File: config.mk
export PLATFORM = sky130hd
export DESIGN_NAME = htbd_front
export DESIGN_NICKNAME = d
export VERILOG_FILES = /design/src/rtl/core/htbd_pkg.sv /design/src/rtl/core/htbd_front.sv
export SDC_FILE = /design/constraint.sdc
export NUM_CORES = 1
export LEC_CHECK = 0
export ABC_AREA = 1
export BUFFER_PORTS_ARGS = -buffer_cell sky130_fd_sc_hd__buf_4
export CAP_MARGIN = 40
export CORE_ASPECT_RATIO = 0.75
export CORE_UTILIZATION = 45
export CTS_CLUSTER_DIAMETER = 100
export CTS_CLUSTER_SIZE = 28
export DETAILED_ROUTE_END_ITERATION = 10
export GPL_TIMING_DRIVEN = 0
export PLACE_DENSITY = 0.83
export SLEW_MARGIN = 20
export SYNTH_ARGS = -nofsm -noshare
export SYNTH_HDL_FRONTEND = slang
export SYNTH_SLANG_ARGS = --single-unit
File: constraint.sdc
create_clock -name clk -period 4.8 [get_ports clk]
set_clock_uncertainty 0.05 [all_clocks]
set_input_delay 0.48 -clock clk [delete_from_list [all_inputs] [get_ports clk]]
set_output_delay 0.48 -clock clk [all_outputs]
set_load 0.005 [all_outputs]
File: src/rtl/core/htbd_pkg.sv
// Shared types and constants for the Huffman tree-walk bit decoder.
// No dependencies; imported by every module of the block.
package htbd_pkg;

  localparam int NODE_W      = 9;    // node index: leaves 0..255, internal 256..511
  localparam int SYM_W       = 8;
  localparam int CODE_W      = 8;
  localparam int BIT_IDX_W   = 3;
  localparam int STORE_AW    = 8;    // node store holds internal nodes only
  localparam int ENTRY_W     = 20;   // {r_present, r_child, l_present, l_child}
  localparam int CNT_W       = 32;
  localparam int CFG_IDX_W   = 1;
  localparam int CFG_DATA_W  = 32;
  localparam int Q_DEPTH     = 2;

  // Node store entry layout
  localparam int L_CHILD_LSB = 0;
  localparam int L_PRES_BIT  = 9;
  localparam int R_CHILD_LSB = 10;
  localparam int R_PRES_BIT  = 19;

  // Configuration register indexes
  localparam logic [CFG_IDX_W-1:0] CFG_ROOT_NODE    = 1'b0;
  localparam logic [CFG_IDX_W-1:0] CFG_SYMBOL_TOTAL = 1'b1;

  typedef enum logic {
    OP_NODE,
    OP_CODE
  } item_op_t;

  // Classified item as it travels through the queue.
  // For OP_CODE the code byte sits in data[CODE_W-1:0].
  typedef struct packed {
    item_op_t              op;
    logic [STORE_AW-1:0]   addr;
    logic [ENTRY_W-1:0]    data;
  } q_item_t;

  // Configuration as seen by the walker
  typedef struct packed {
    logic                root_wr;
    logic [NODE_W-1:0]   root_wdata;
    logic [NODE_W-1:0]   root;
    logic [CNT_W-1:0]    total;
  } cfg_ctl_t;

  typedef enum logic [1:0] {
    ST_IDLE,
    ST_LOAD,
    ST_WALK,
    ST_FLUSH
  } bk_state_t;

endpackage

File: src/rtl/core/htbd_front.sv
// Front end: accepts items, drops invalid node writes, packs queue entries.
// Depends on htbd_pkg.
module htbd_front (
  input  logic                        clk,
  input  logic                        rst_n,
  input  logic                        start,
  output logic                        busy,
  input  logic                        in_kind,
  input  logic [htbd_pkg::NODE_W-1:0] in_node_index,
  input  logic [htbd_pkg::NODE_W-1:0] in_left_child,
  input  logic                        in_left_present,
  input  logic [htbd_pkg::NODE_W-1:0] in_right_child,
  input  logic                        in_right_present,
  input  logic [htbd_pkg::CODE_W-1:0] in_code_byte,
  input  logic                        q_full,
  output logic                        q_push,
  output htbd_pkg::q_item_t           q_item
);
  import htbd_pkg::*;

  logic     fr_valid_r, fr_valid_nxt;
  q_item_t  fr_item_r, fr_item_nxt;
  logic     accept, keep;

  assign busy   = fr_valid_r & q_full;
  assign accept = start & ~busy;
  assign q_push = fr_valid_r & ~q_full;
  assign q_item = fr_item_r;

  // node writes below the internal range are dropped here
  assign keep = in_kind | in_node_index[NODE_W-1];

  always_comb begin
    fr_item_nxt = fr_item_r;
    if (accept) begin
      if (in_kind) begin
        fr_item_nxt.op   = OP_CODE;
        fr_item_nxt.addr = '0;
        fr_item_nxt.data = {{(ENTRY_W-CODE_W){1'b0}}, in_code_byte};
      end else begin
        fr_item_nxt.op   = OP_NODE;
        fr_item_nxt.addr = in_node_index[STORE_AW-1:0];
        fr_item_nxt.data = {in_right_present, in_right_child, in_left_present, in_left_child};
      end
    end
  end

  always_comb begin
    fr_valid_nxt = fr_valid_r;
    if (q_push) fr_valid_nxt = 1'b0;
    if (accept && keep) fr_valid_nxt = 1'b1;
  end

  always_ff @(posedge clk) begin
    if (!rst_n) begin
      fr_valid_r <= 1'b0;
    end else begin
      fr_valid_r <= fr_valid_nxt;
    end
  end

  always_ff @(posedge clk) begin
    fr_item_r <= fr_item_nxt;
  end

endmodule

# Yosys cells after proc, flatten, opt, wreduce, memory -nomap -nowiden

Cells that the tools add are included.

Flip-flop bits (word level): 30
Input port bits: 42

Mux-type cells: 3
Bitwise gates (word level): 6
Reductions and logical operators: 2

Operators by type and width:

| operator           | number |
|---|---|
| two-way mux 29 bit | 1 |
| bitwise AND 1 bit  | 3 |
| two-way mux 1 bit  | 2 |
| inverter 1 bit     | 2 |
| nonzero test 2 bit | 1 |
| logical AND 1 bit  | 1 |
| bitwise OR 1 bit   | 1 |

# Logic depth before layout (Yosys ltp)

Depth in word-level cells: 5
Gate-level depth with buffers: 4

# Least setup slack after synthesis

OpenSTA, ideal clock, no wires.

Kind: input -> register
From: in q_full
To: reg fr_item_r, in the netlist q_item[0], enable pin
Setup time: 415 ps
Data arrival time: 1843 ps
Data required time: 4335 ps
Slack: 2492 ps
Stages on the path: 3
Buffers on the path: 0
Cell sequence: nand2_1 inv_1 nor2_1

Longest elaborated chain between the ends: 3

Ends and longest elaborated chain:

| item                 | RTL line         | text |
|---|---|---|
| from (decl)          | htbd_front.sv:15 | `input logic q_full,` |
| bitwise AND 1 bit    | htbd_front.sv:25 | `assign busy = fr_valid_r & q_full;` |
| via busy             | htbd_front.sv:7  | `output logic busy,` |
| inverter 1 bit       | htbd_front.sv:26 | `assign accept = start & ~busy;` |
| bitwise AND 1 bit    | htbd_front.sv:26 |  |
| via accept           | htbd_front.sv:23 | `logic accept, keep;` |
| to (signal assigned) | htbd_front.sv:63 | `fr_item_r <= fr_item_nxt;` |
| to (decl)            | htbd_front.sv:22 | `q_item_t fr_item_r, fr_item_nxt;` |

The timed path passes the listed nets, and every way through them passes these cells.
A chain may end at the register's enable or synchronous reset.

# Final worst setup path

From: reg fr_valid_r
To: out busy

Longest elaborated chain between the ends: 1

Ends and longest elaborated chain:

| item                   | RTL line         | text |
|---|---|---|
| from (decl)            | htbd_front.sv:21 | `logic fr_valid_r, fr_valid_nxt;` |
| from (signal assigned) | htbd_front.sv:58 | `fr_valid_r <= fr_valid_nxt;` |
| bitwise AND 1 bit      | htbd_front.sv:25 |  |
| to (decl)              | htbd_front.sv:7  |  |

Every way passes these cells.

==> metrics.md <==
| Metric | Value |
|---|---|
| Post-DP HPWL | `1820 µm` |
| Global-route wire length before repair | `3630 µm` |
| Worst vdd ir | `179 µV` |
| Synthesized area | `1230 µm²` |
| Area of the core | `2600 µm²` |
| Share of cells above drive strength 1 | `45.5%` |
| IO Pins | `73` |
| Synth Area in Adders | `0%` |
| Largest family of logic cells by synthesized area | `buffers and inverters` |
| Initial core utilization | `47.3%` |
| Fin crit period | `1490 ps` |
| Register area | `891 µm²` |
| Clk sink count | `30` |
| Worst-path clk slew | `80 ps` |
| Xor/xnor share of the synthesized area | `0%` |
| Synth Area in Simple Gates | `9.46%` |
| Unrepaired setup endpoints after global routing | `false` |
| Setup TNS | `0 ps` |
| Worst EP required | `4270 ps` |
| Nets | `228` |
| Most frequent cells in the layout | `buf_4 (72), inv_1 (32), edfxtp_1 (29)` |
| CTS tree | `done` |
| Area leader, netlist | `edfxtp_1` |
| CP endpoint kind | `output pin` |
| Largest net degree at the start of global routing | `30` |
| Fin Hold WS | `304 ps` |
| Ant diodes | `0` |
| Clock Latency Late Sink | `320 ps` |
| Worst Path Max Fanout | `2` |
| Final Hold Vio Count | `0` |
| Average cell area after synthesis | `11.5 µm²` |
| Final number of setup-violating endpoints | `0` |
| Complex-gate fraction of the synthesized area | `4.68%` |
| Post-route ant nets | `0` |
| Status | `completed` |
| Row count | `16` |
| Leakage Power | `0.951 nW` |
| GPL Wtd Cong | `0.663` |
| Synth top area cells | `edfxtp_1 (71%), inv_1 (9.8%), nor2_1 (6.7%)` |
| Post-Route WL | `2420 µm` |
| Crit Path Class | `flip-flop to output pin` |
| Remaining DRCs | `0` |
| Slew margin rel. | `48.2%` |
| Fmax | `669 MHz` |
| Share of the synthesized area in the top cell type | `70.8%` |
| Max-cap viol count | `0` |
| Wire length per cell | `10.9 µm` |
| Via count | `965` |
| GRT overflow | `0` |
| Number of synthesis warnings | `0` |
| Worst Max-Slew Pin Slew | `775 ps` |
| Fill count | `213` |
| Fin. max-slew vios | `0` |
| Initial antenna violation count | `0` |
| Post-CTS setup buffer count | `0` |
| Starting DRC count in detailed routing | `32` |
| Most common cell after layout, fill and taps aside | `buf_4` |
| Area Overhead vs Synth | `52.3%` |
| Vias per cell | `4.33` |
| PostCTS Resize Cnt | `0` |
| Die Span X | `62.4 µm` |
| Yosys reg bits | `30` |
| Final instance area | `1870 µm²` |
| Clock Tree Root | `clkbuf_4` |
| Post-Syn Instances | `107` |
| Syn Nets | `149` |
| Cts hold-fix bufs | `0` |
| Die footprint | `2950 µm²` |
| Area of the multi-input gates | `181 µm²` |
| P per Cell Area | `284 nW/µm²` |
| H-tree level count | `2` |
| Clock Path Buffers | `2` |
| Seq/Total Area, Yosys | `72.4%` |
| Router iterations before antenna repair | `3` |
| Die height | `47.3 µm` |
| CTS Buf Count | `5` |
| Placed inst area | `1820 µm²` |
| Tcrit/Tclk final | `31.1%` |
| # port buffers | `72` |
| Vias in the first global route | `850` |
| Arr. time, crit path | `960 ps` |
| Synth cell types | `10` |
| Post-synthesis mux area share | `0%` |
| GR Util All Layers | `17.5%` |
| CP startpoint kind | `flip-flop` |
| Hold Crit Class | `input port to flip-flop` |
[worst max-delay path, cell delays in order (launching register included)]
cell and delay, ps:
dfxtp_1 340, nand2_1 60, inv_1 120, buf_4 130
[layer usage]
metal / up-vias / track usage, % / part of all wire, % / wire, µm
li1: 484 / - / - / -
met5: - / 0 / 0 / 0
met2: 46 / 29.7 / 50 / 1220
met4: 0 / 11.6 / 2.1 / 51
met3: 8 / 7.04 / 8.7 / 210
met1: 427 / 19.3 / 39 / 940
[final cells by class]
class	count	area share [%]
clock buffer	6	2.20
clock inverter	2	0.468
buffer	4	2.40
tap	36	2.40
timing repair buffer	72	28.9
sequential	30	47.6
multi-input combinational	41	9.69
inverter	32	6.41
[power breakdown]
part | switching [mW] | internal, mW | leakage, nW
Combinational | 0.0327 | 0.0502 | 0.624
Clock | 0.0820 | 0.0549 | 0.0297
Sequential | 0.00463 | 0.308 | 0.297
[Yosys cell counts]
library cell	number
nand2_1	9
dfxtp_1	1
o21ai_0	6
a21oi_1	1
inv_1	32
nor2_1	22
buf_6	4
edfxtp_1	29
o21ai_2	2
o21ai_1	1
[cell families after synthesis]
family,Yosys count
buffers and inverters,36
and+or+nand+nor,31
DFF,30
AOI/OAI and AO/OA,10
[through the flow]
stage	utilization, %	total power, mW	std cells	worst slack, ps
6_report	72.0	0.532	223	3310
5_1_grt	72.0	0.557	223	3190
3_5_place_dp	70.0	0.403	215	3000
4_1_cts	72.0	0.538	223	3280
2_1_floorplan	-	0.345	107	2490
3_3_place_gp	69.8	0.399	215	1940
[state kept, by name, indices dropped and copies added, names as in the netlist]
register	count
q_item	29
fr_valid_r	1
[worst paths after layout]
check | start | end | slack [ps] | cells past startpoint
max | fr_valid_r$_SDFFE_PN0P_ | busy | 3310 | 3
min | in_kind | q_item[28]$_DFFE_PP_ | 300 | 1
max reg2reg | fr_valid_r$_SDFFE_PN0P_ | q_item[8]$_SDFFCE_PP0P_ | 3310 | 3
min reg2reg | fr_valid_r$_SDFFE_PN0P_ | fr_valid_r$_SDFFE_PN0P_ | 430 | 2
No activity file was read; power rests on OpenSTA's default activity.
