===== src/rtl/core/htbd_pkg.sv =====
// Shared types and constants for the Huffman tree-walk bit decoder.
// No dependencies; imported by every module of the block.
package htbd_pkg;

  localparam int NODE_W      = 9;    // node index: leaves 0..255, internal 256..511
  localparam int SYM_W       = 8;
  localparam int CODE_W      = 8;
  localparam int BIT_IDX_W   = 3;
  localparam int STORE_AW    = 8;    // node store holds internal nodes only
  localparam int ENTRY_W     = 20;   // {r_present, r_child, l_present, l_child}
  localparam int CNT_W       = 32;
  localparam int CFG_IDX_W   = 1;
  localparam int CFG_DATA_W  = 32;
  localparam int Q_DEPTH     = 2;

  // Node store entry layout
  localparam int L_CHILD_LSB = 0;
  localparam int L_PRES_BIT  = 9;
  localparam int R_CHILD_LSB = 10;
  localparam int R_PRES_BIT  = 19;

  // Configuration register indexes
  localparam logic [CFG_IDX_W-1:0] CFG_ROOT_NODE    = 1'b0;
  localparam logic [CFG_IDX_W-1:0] CFG_SYMBOL_TOTAL = 1'b1;

  typedef enum logic {
    OP_NODE,
    OP_CODE
  } item_op_t;

  // Classified item as it travels through the queue.
  // For OP_CODE the code byte sits in data[CODE_W-1:0].
  typedef struct packed {
    item_op_t              op;
    logic [STORE_AW-1:0]   addr;
    logic [ENTRY_W-1:0]    data;
  } q_item_t;

  // Configuration as seen by the walker
  typedef struct packed {
    logic                root_wr;
    logic [NODE_W-1:0]   root_wdata;
    logic [NODE_W-1:0]   root;
    logic [CNT_W-1:0]    total;
  } cfg_ctl_t;

  typedef enum logic [1:0] {
    ST_IDLE,
    ST_LOAD,
    ST_WALK,
    ST_FLUSH
  } bk_state_t;

endpackage


===== src/rtl/core/htbd_queue.sv =====
// Small FIFO between the front end and the tree walker.
// Depends on htbd_pkg.
module htbd_queue #(
  parameter int DEPTH = htbd_pkg::Q_DEPTH
) (
  input  logic               clk,
  input  logic               rst_n,
  input  logic               push,
  input  htbd_pkg::q_item_t  push_item,
  output logic               full,
  input  logic               pop,
  output logic               not_empty,
  output htbd_pkg::q_item_t  pop_item
);
  import htbd_pkg::*;

  localparam int PTR_W = $clog2(DEPTH);
  localparam int CNT_W_Q = $clog2(DEPTH + 1);

  q_item_t              slots_r [DEPTH];
  logic [PTR_W-1:0]     wr_ptr_r, wr_ptr_nxt;
  logic [PTR_W-1:0]     rd_ptr_r, rd_ptr_nxt;
  logic [CNT_W_Q-1:0]   count_r, count_nxt;
  logic                 do_push, do_pop;

  assign full      = (count_r == CNT_W_Q'(DEPTH));
  assign not_empty = (count_r != '0);
  assign pop_item  = slots_r[rd_ptr_r];
  assign do_push   = push & ~full;
  assign do_pop    = pop & not_empty;

  always_comb begin
    wr_ptr_nxt = wr_ptr_r;
    rd_ptr_nxt = rd_ptr_r;
    count_nxt  = count_r;
    if (do_push) begin
      wr_ptr_nxt = (wr_ptr_r == PTR_W'(DEPTH - 1)) ? '0 : wr_ptr_r + 1'b1;
    end
    if (do_pop) begin
      rd_ptr_nxt = (rd_ptr_r == PTR_W'(DEPTH - 1)) ? '0 : rd_ptr_r + 1'b1;
    end
    if (do_push && !do_pop) count_nxt = count_r + 1'b1;
    else if (!do_push && do_pop) count_nxt = count_r - 1'b1;
  end

  always_ff @(posedge clk) begin
    if (!rst_n) begin
      wr_ptr_r <= '0;
      rd_ptr_r <= '0;
      count_r  <= '0;
    end else begin
      wr_ptr_r <= wr_ptr_nxt;
      rd_ptr_r <= rd_ptr_nxt;
      count_r  <= count_nxt;
    end
  end

  always_ff @(posedge clk) begin
    if (do_push) slots_r[wr_ptr_r] <= push_item;
  end

endmodule


===== config.mk =====
export PLATFORM = sky130hd
export DESIGN_NAME = htbd_queue
export DESIGN_NICKNAME = d
export VERILOG_FILES = /design/src/rtl/core/htbd_pkg.sv /design/src/rtl/core/htbd_queue.sv
export SDC_FILE = /design/constraint.sdc
export NUM_CORES = 1
export LEC_CHECK = 0
export BUFFER_PORTS_ARGS = -buffer_cell sky130_fd_sc_hd__buf_2
export CORE_UTILIZATION = 35
export CTS_CLUSTER_DIAMETER = 80
export CTS_CLUSTER_SIZE = 20
export DETAILED_ROUTE_END_ITERATION = 12
export PLACE_DENSITY_LB_ADDON = 0.25
export SYNTH_ARGS = -nofsm -noshare
export SYNTH_HDL_FRONTEND = slang
export SYNTH_SLANG_ARGS = --single-unit

===== constraint.sdc =====
create_clock -name clk -period 3 [get_ports clk]
set_input_delay 0.15 -clock clk [delete_from_list [all_inputs] [get_ports clk]]
set_output_delay 0.15 -clock clk [all_outputs]
set_load 0.01 [all_outputs]

Word-level counts from Yosys, hierarchy flattened

Memories as Yosys holds them, arrays and structs flattened. A register that Yosys moved wholly into a read port is not among the register bits.
Cells that the tools add are included.

Flip-flop bits (word level): 4
Bits in writable memories: 58
Input bits: 33
Output and inout port bits: 31
Word-level logic and storage cells: 26
Memories kept: 1

Memories:

| name    | words | width | rd ports | clocked after Yosys merged registers in | wr ports | line             | source |
|---|---|---|---|---|---|---|---|
| slots_r | 2     | 29    | 1        | 1                                       | 1        | htbd_queue.sv:20 | `q_item_t slots_r [DEPTH];` |

$add $sub $neg: 4
Equal/unequal tests: 1
Multiplexer cells: 8
Bitwise logic cells: 3
Reductions and logical operators: 6

Operators by type and width:

| operator                                          | count |
|---|---|
| two-way mux 1 bit                                 | 6 |
| two-way mux 2 bit                                 | 2 |
| nonzero test 2 bit                                | 2 |
| adder 1 bit (second input constant)               | 2 |
| adder 2 x 1 -> 2 bit (second input constant)      | 1 |
| bitwise AND 1 bit                                 | 2 |
| equality test 2 bit (second input constant)       | 1 |
| logical AND 1 bit                                 | 2 |
| logical NOT 1 bit                                 | 2 |
| subtractor 2 x 1 -> 2 bit (second input constant) | 1 |
| inverter 1 bit                                    | 1 |

Depth between registers and ports, before layout

Depth in word-level cells: 7
Gate-level depth with buffers: 7
Mapped depth without buffers: 7

Worst setup path after synthesis

No wires, ideal clock.

Path type: register to register
From: register count_r[0]
To: memory slots_r[0][0] (netlist name) (enable)
Setup time: 412 ps
Arrival: 1773 ps
Required time: 2588 ps
Setup slack: 815 ps
Stages on the path, launching flop included: 4
Buffers on the path: 0
Period minus slack after synthesis: 2185 ps
Cell sequence: dfxtp_1 > nand2b_1 > inv_2 > nor3_2

Cells in the longest elaborated chain, start to end: 5

Ends and longest elaborated chain:

| element                                 | line             | source |
|---|---|---|
| start: declaration                      | htbd_queue.sv:23 | `logic [CNT_W_Q-1:0] count_r, count_nxt;` |
| start signal: assignment                | htbd_queue.sv:54 | `count_r <= count_nxt;` |
| equality test 2 bit                     | htbd_queue.sv:26 | `assign full = (count_r == CNT_W_Q'(DEPTH));` |
| net full                                | htbd_queue.sv:10 | `output logic full,` |
| inverter 1 bit                          | htbd_queue.sv:29 | `assign do_push = push & ~full;` |
| bitwise AND 1 bit                       | htbd_queue.sv:29 |  |
| two-way mux 1 bit                       | htbd_queue.sv:59 | `if (do_push) slots_r[wr_ptr_r] <= push_item;` |
| two-way mux 1 bit (implied by the code) | htbd_queue.sv:59 |  |
| end: declaration                        | htbd_queue.sv:20 |  |

The timed path passes the listed nets, and every way through them passes these cells.

==> impl_metrics.py <==
metrics = {
    "grt": {
        "first_global_vias": 1323,
        "antenna_found_initial": 0,
        "grt_util_all_layers_pct": 12.7,
        "gr-total-overflow": 0,
        "grt_pass1_wl_um": 6420,
        "grt_start_max_net_pins": 31,
    },
    "worst_hold_path": {
        "hold_class": "input pin to register",
        "whs_endpoint": "slots_r[0][19]",
        "hold_start": "push_item[19]",
        "min_path_cells": 1,
    },
    "floorplan": {
        "dieWidth_um": 83.5,
        "num_rows": 29,
        "ios": 64,
        "coreArea_um2": 6390,
        "dieArea_um2": 6970,
        "initial_core_util_pct": 36.4,
        "die_h_um": 83.5,
    },
    "setup_path": {
        "crit_fanout": 21,
        "worst_r2r_endpoint": "count_r[1]",
        "reg2reg_depth": 6,
        "end_kind": "primary output",
        "crit_type": "register to primary output",
        "worstReg2RegStart": "count_r[0]",
        "cp.arrival_ns": 1.75,
        "reg2reg_slack_ns": 1.39,
        "critPathRequiredTime_ns": 2.85,
        "cp-start-kind": "register",
    },
    "place": {
        "pre_cts_slack_ns": 1.40,
        "placed_cells": 255,
        "gp_congestion": 0.683,
        "port_buffers": 63,
        "hpwl_um": 2760,
    },
    "finish": {
        "num-nets-final": 234,
        "final_cells": 282,
        "antenna_cells": 0,
        "layout_common_cells": "buf_2, edfxtp_1, mux2_2",
        "drive_above_1_share_pct": 54.1,
        "area_growth_syn_to_layout_pct": 30.6,
        "layout_commonest_cell": "buf_2",
        "ff_latch_area_um2": 1840,
        "num-fill-cells": 571,
        "multi_input_area_um2": 462,
    },
    "timing": {
        "timing.final.crit_share_pct": 63.5,
        "worst_pin_slew_ns": 0.414,
        "hold_viol_final": 0,
        "slew-limit-headroom_pct": 72.4,
        "post-route-min-period_ns": 1.90,
        "slew_viol_final": 0,
        "rsz0062_at_grt": "false",
        "setup_viol": 0,
        "timing.final.ws_setup_ns": 1.10,
        "fmax_mhz": 525,
        "fin_skew_ns": 0.00867,
        "tns_ns": 0,
    },
    "yosys": {
        "synth_cell_types": 22,
        "yosysTopAreaCellShare_pct": 74.9,
        "synth_top_area_cell": "edfxtp_1",
        "yosysWarnings": 0,
        "synth_area_leaders": "edfxtp_1, mux2_2, dfxtp_1, and2_1, xnor2_1",
        "postSynthAreaPerCell_um2": 20.2,
        "netlist_area_um2": 2320,
        "syn_inst": 115,
        "ys_seq_area_share_pct": 79.2,
        "synth_fp_nets": 149,
        "synth-seq-cells": 63,
    },
    "cts": {
        "cts.sinks": 63,
        "cts_buffers": 9,
        "h-tree-depth": 3,
        "cts_buffer_depth": 2,
        "clk_pin_slew_ns": 0.07,
        "cts_tree": "yes",
        "clkLatencyLatePin_ns": 0.33,
        "clock-root-buffer": "clkbuf_8",
    },
    "drt": {
        "drt_iter0_drc": 63,
        "vias": 1270,
        "wl_per_cell_um": 14.6,
        "viasPerCell": 4.50,
        "routed_wl_um": 4130,
        "drc": 0,
        "drtPass1Iterations": 4,
        "postRouteAntennaNets": 0,
    },
    "power": {
        "powerDensity_nw_per_um2": 812,
        "peakVddDrop_mv": 0.543,
        "p_leak_nw": 1.16,
    },
    "status": {
        "status": "completed",
    },
    "run": {
        "drv_cap": 0,
    },
}
==> layer usage <==
metal / GRT usage [%] / part of all wire [%] / vias to the layer above
li1: - / - / 611
met2: 21.7 / 53 / 41
met1: 14.2 / 41 / 613
met5: 0 / 0 / -
met3: 3.46 / 4.7 / 5
met4: 7.86 / 1.6 / 0
==> power by group <==
group          internal (W)  switching [W]  leakage (nW)  total, W
clock network      0.000377       0.000292        0.0945  0.000669
logic              0.000316       0.000315         0.482  0.000630
registers           0.00111      0.0000570         0.583   0.00117
==> logic make-up after synthesis <==
kind of cell / synth area share, %
compound gates: 1.40
flops: 79.2
mux: 14.0
xor+xnor: 1.13
simple gates: 2.48
fa+ha+maj: 0.538
buf+inv: 1.18
==> area by class of cell <==
cell class / count / share of cell area, %
Sequential cell: 63 / 60.7
Inverter: 2 / 0.247
Clock inverter: 5 / 1.61
Timing Repair Buffer: 77 / 14.8
Clock buffer: 11 / 4.33
Tap cell: 77 / 3.17
Multi-Input combinational cell: 47 / 15.2
==> registers in the layout, indices dropped and copies added (netlist names), named ones only <==
signal and cells:
count_r 2, slots_r 58, wr_ptr_r 1, rd_ptr_r 1
==> worst max-delay path, cell delays in order, from the launching register on <==
cell	delay (ns)
dfxtp_1	0.55
buf_4	0.35
mux2_2	0.38
buf_2	0.14
==> worst max-delay path by stage <==
stage	slack (ns)	startpoint	cells past startpoint	to
floorplan	0.81	count_r[0]	3	slots_r[0][0]
global placement	1.48	register	3	pop_item[11]
detailed placement	1.40	count_r[0]	6	count_r[1]
CTS	1.05	register	3	pop_item[8]
global route	0.97	register	3	pop_item[13]
finish	1.10	register	3	pop_item[8]
==> timing repair <==
item,4_1_cts,5_1_grt
hold buffers,11,0
resized for setup,0,0
buffers inserted,0,0
endpoints found under the hold margin,21,0
==> Yosys cell counts (all sizes together) <==
master,number
nand2b,1
and3,1
or3,1
and2,3
a21boi,2
or2,1
dfxtp,5
nor2,1
edfxtp,58
mux2,29
buf,3
o21ai,2
xor2,1
ha,1
o21a,1
nor3,1
inv,2
xnor2,2
==> metrics by stage <==
step / total power, W / instance area [um^2] / hold WS [ns] / util [%]
after floorplan: 0.00158 / 2320 / 0.249 / -
after global placement: 0.00180 / 2750 / 0.339 / 43.0
after detailed placement: 0.00181 / 2750 / 0.344 / 43.0
after CTS: 0.00250 / 3040 / 0.000508 / 47.5
after global routing: 0.00260 / 3040 / 0.000990 / 47.5
final: 0.00246 / 3040 / 0.0191 / 47.5
(Power assumes the default switching activity.)
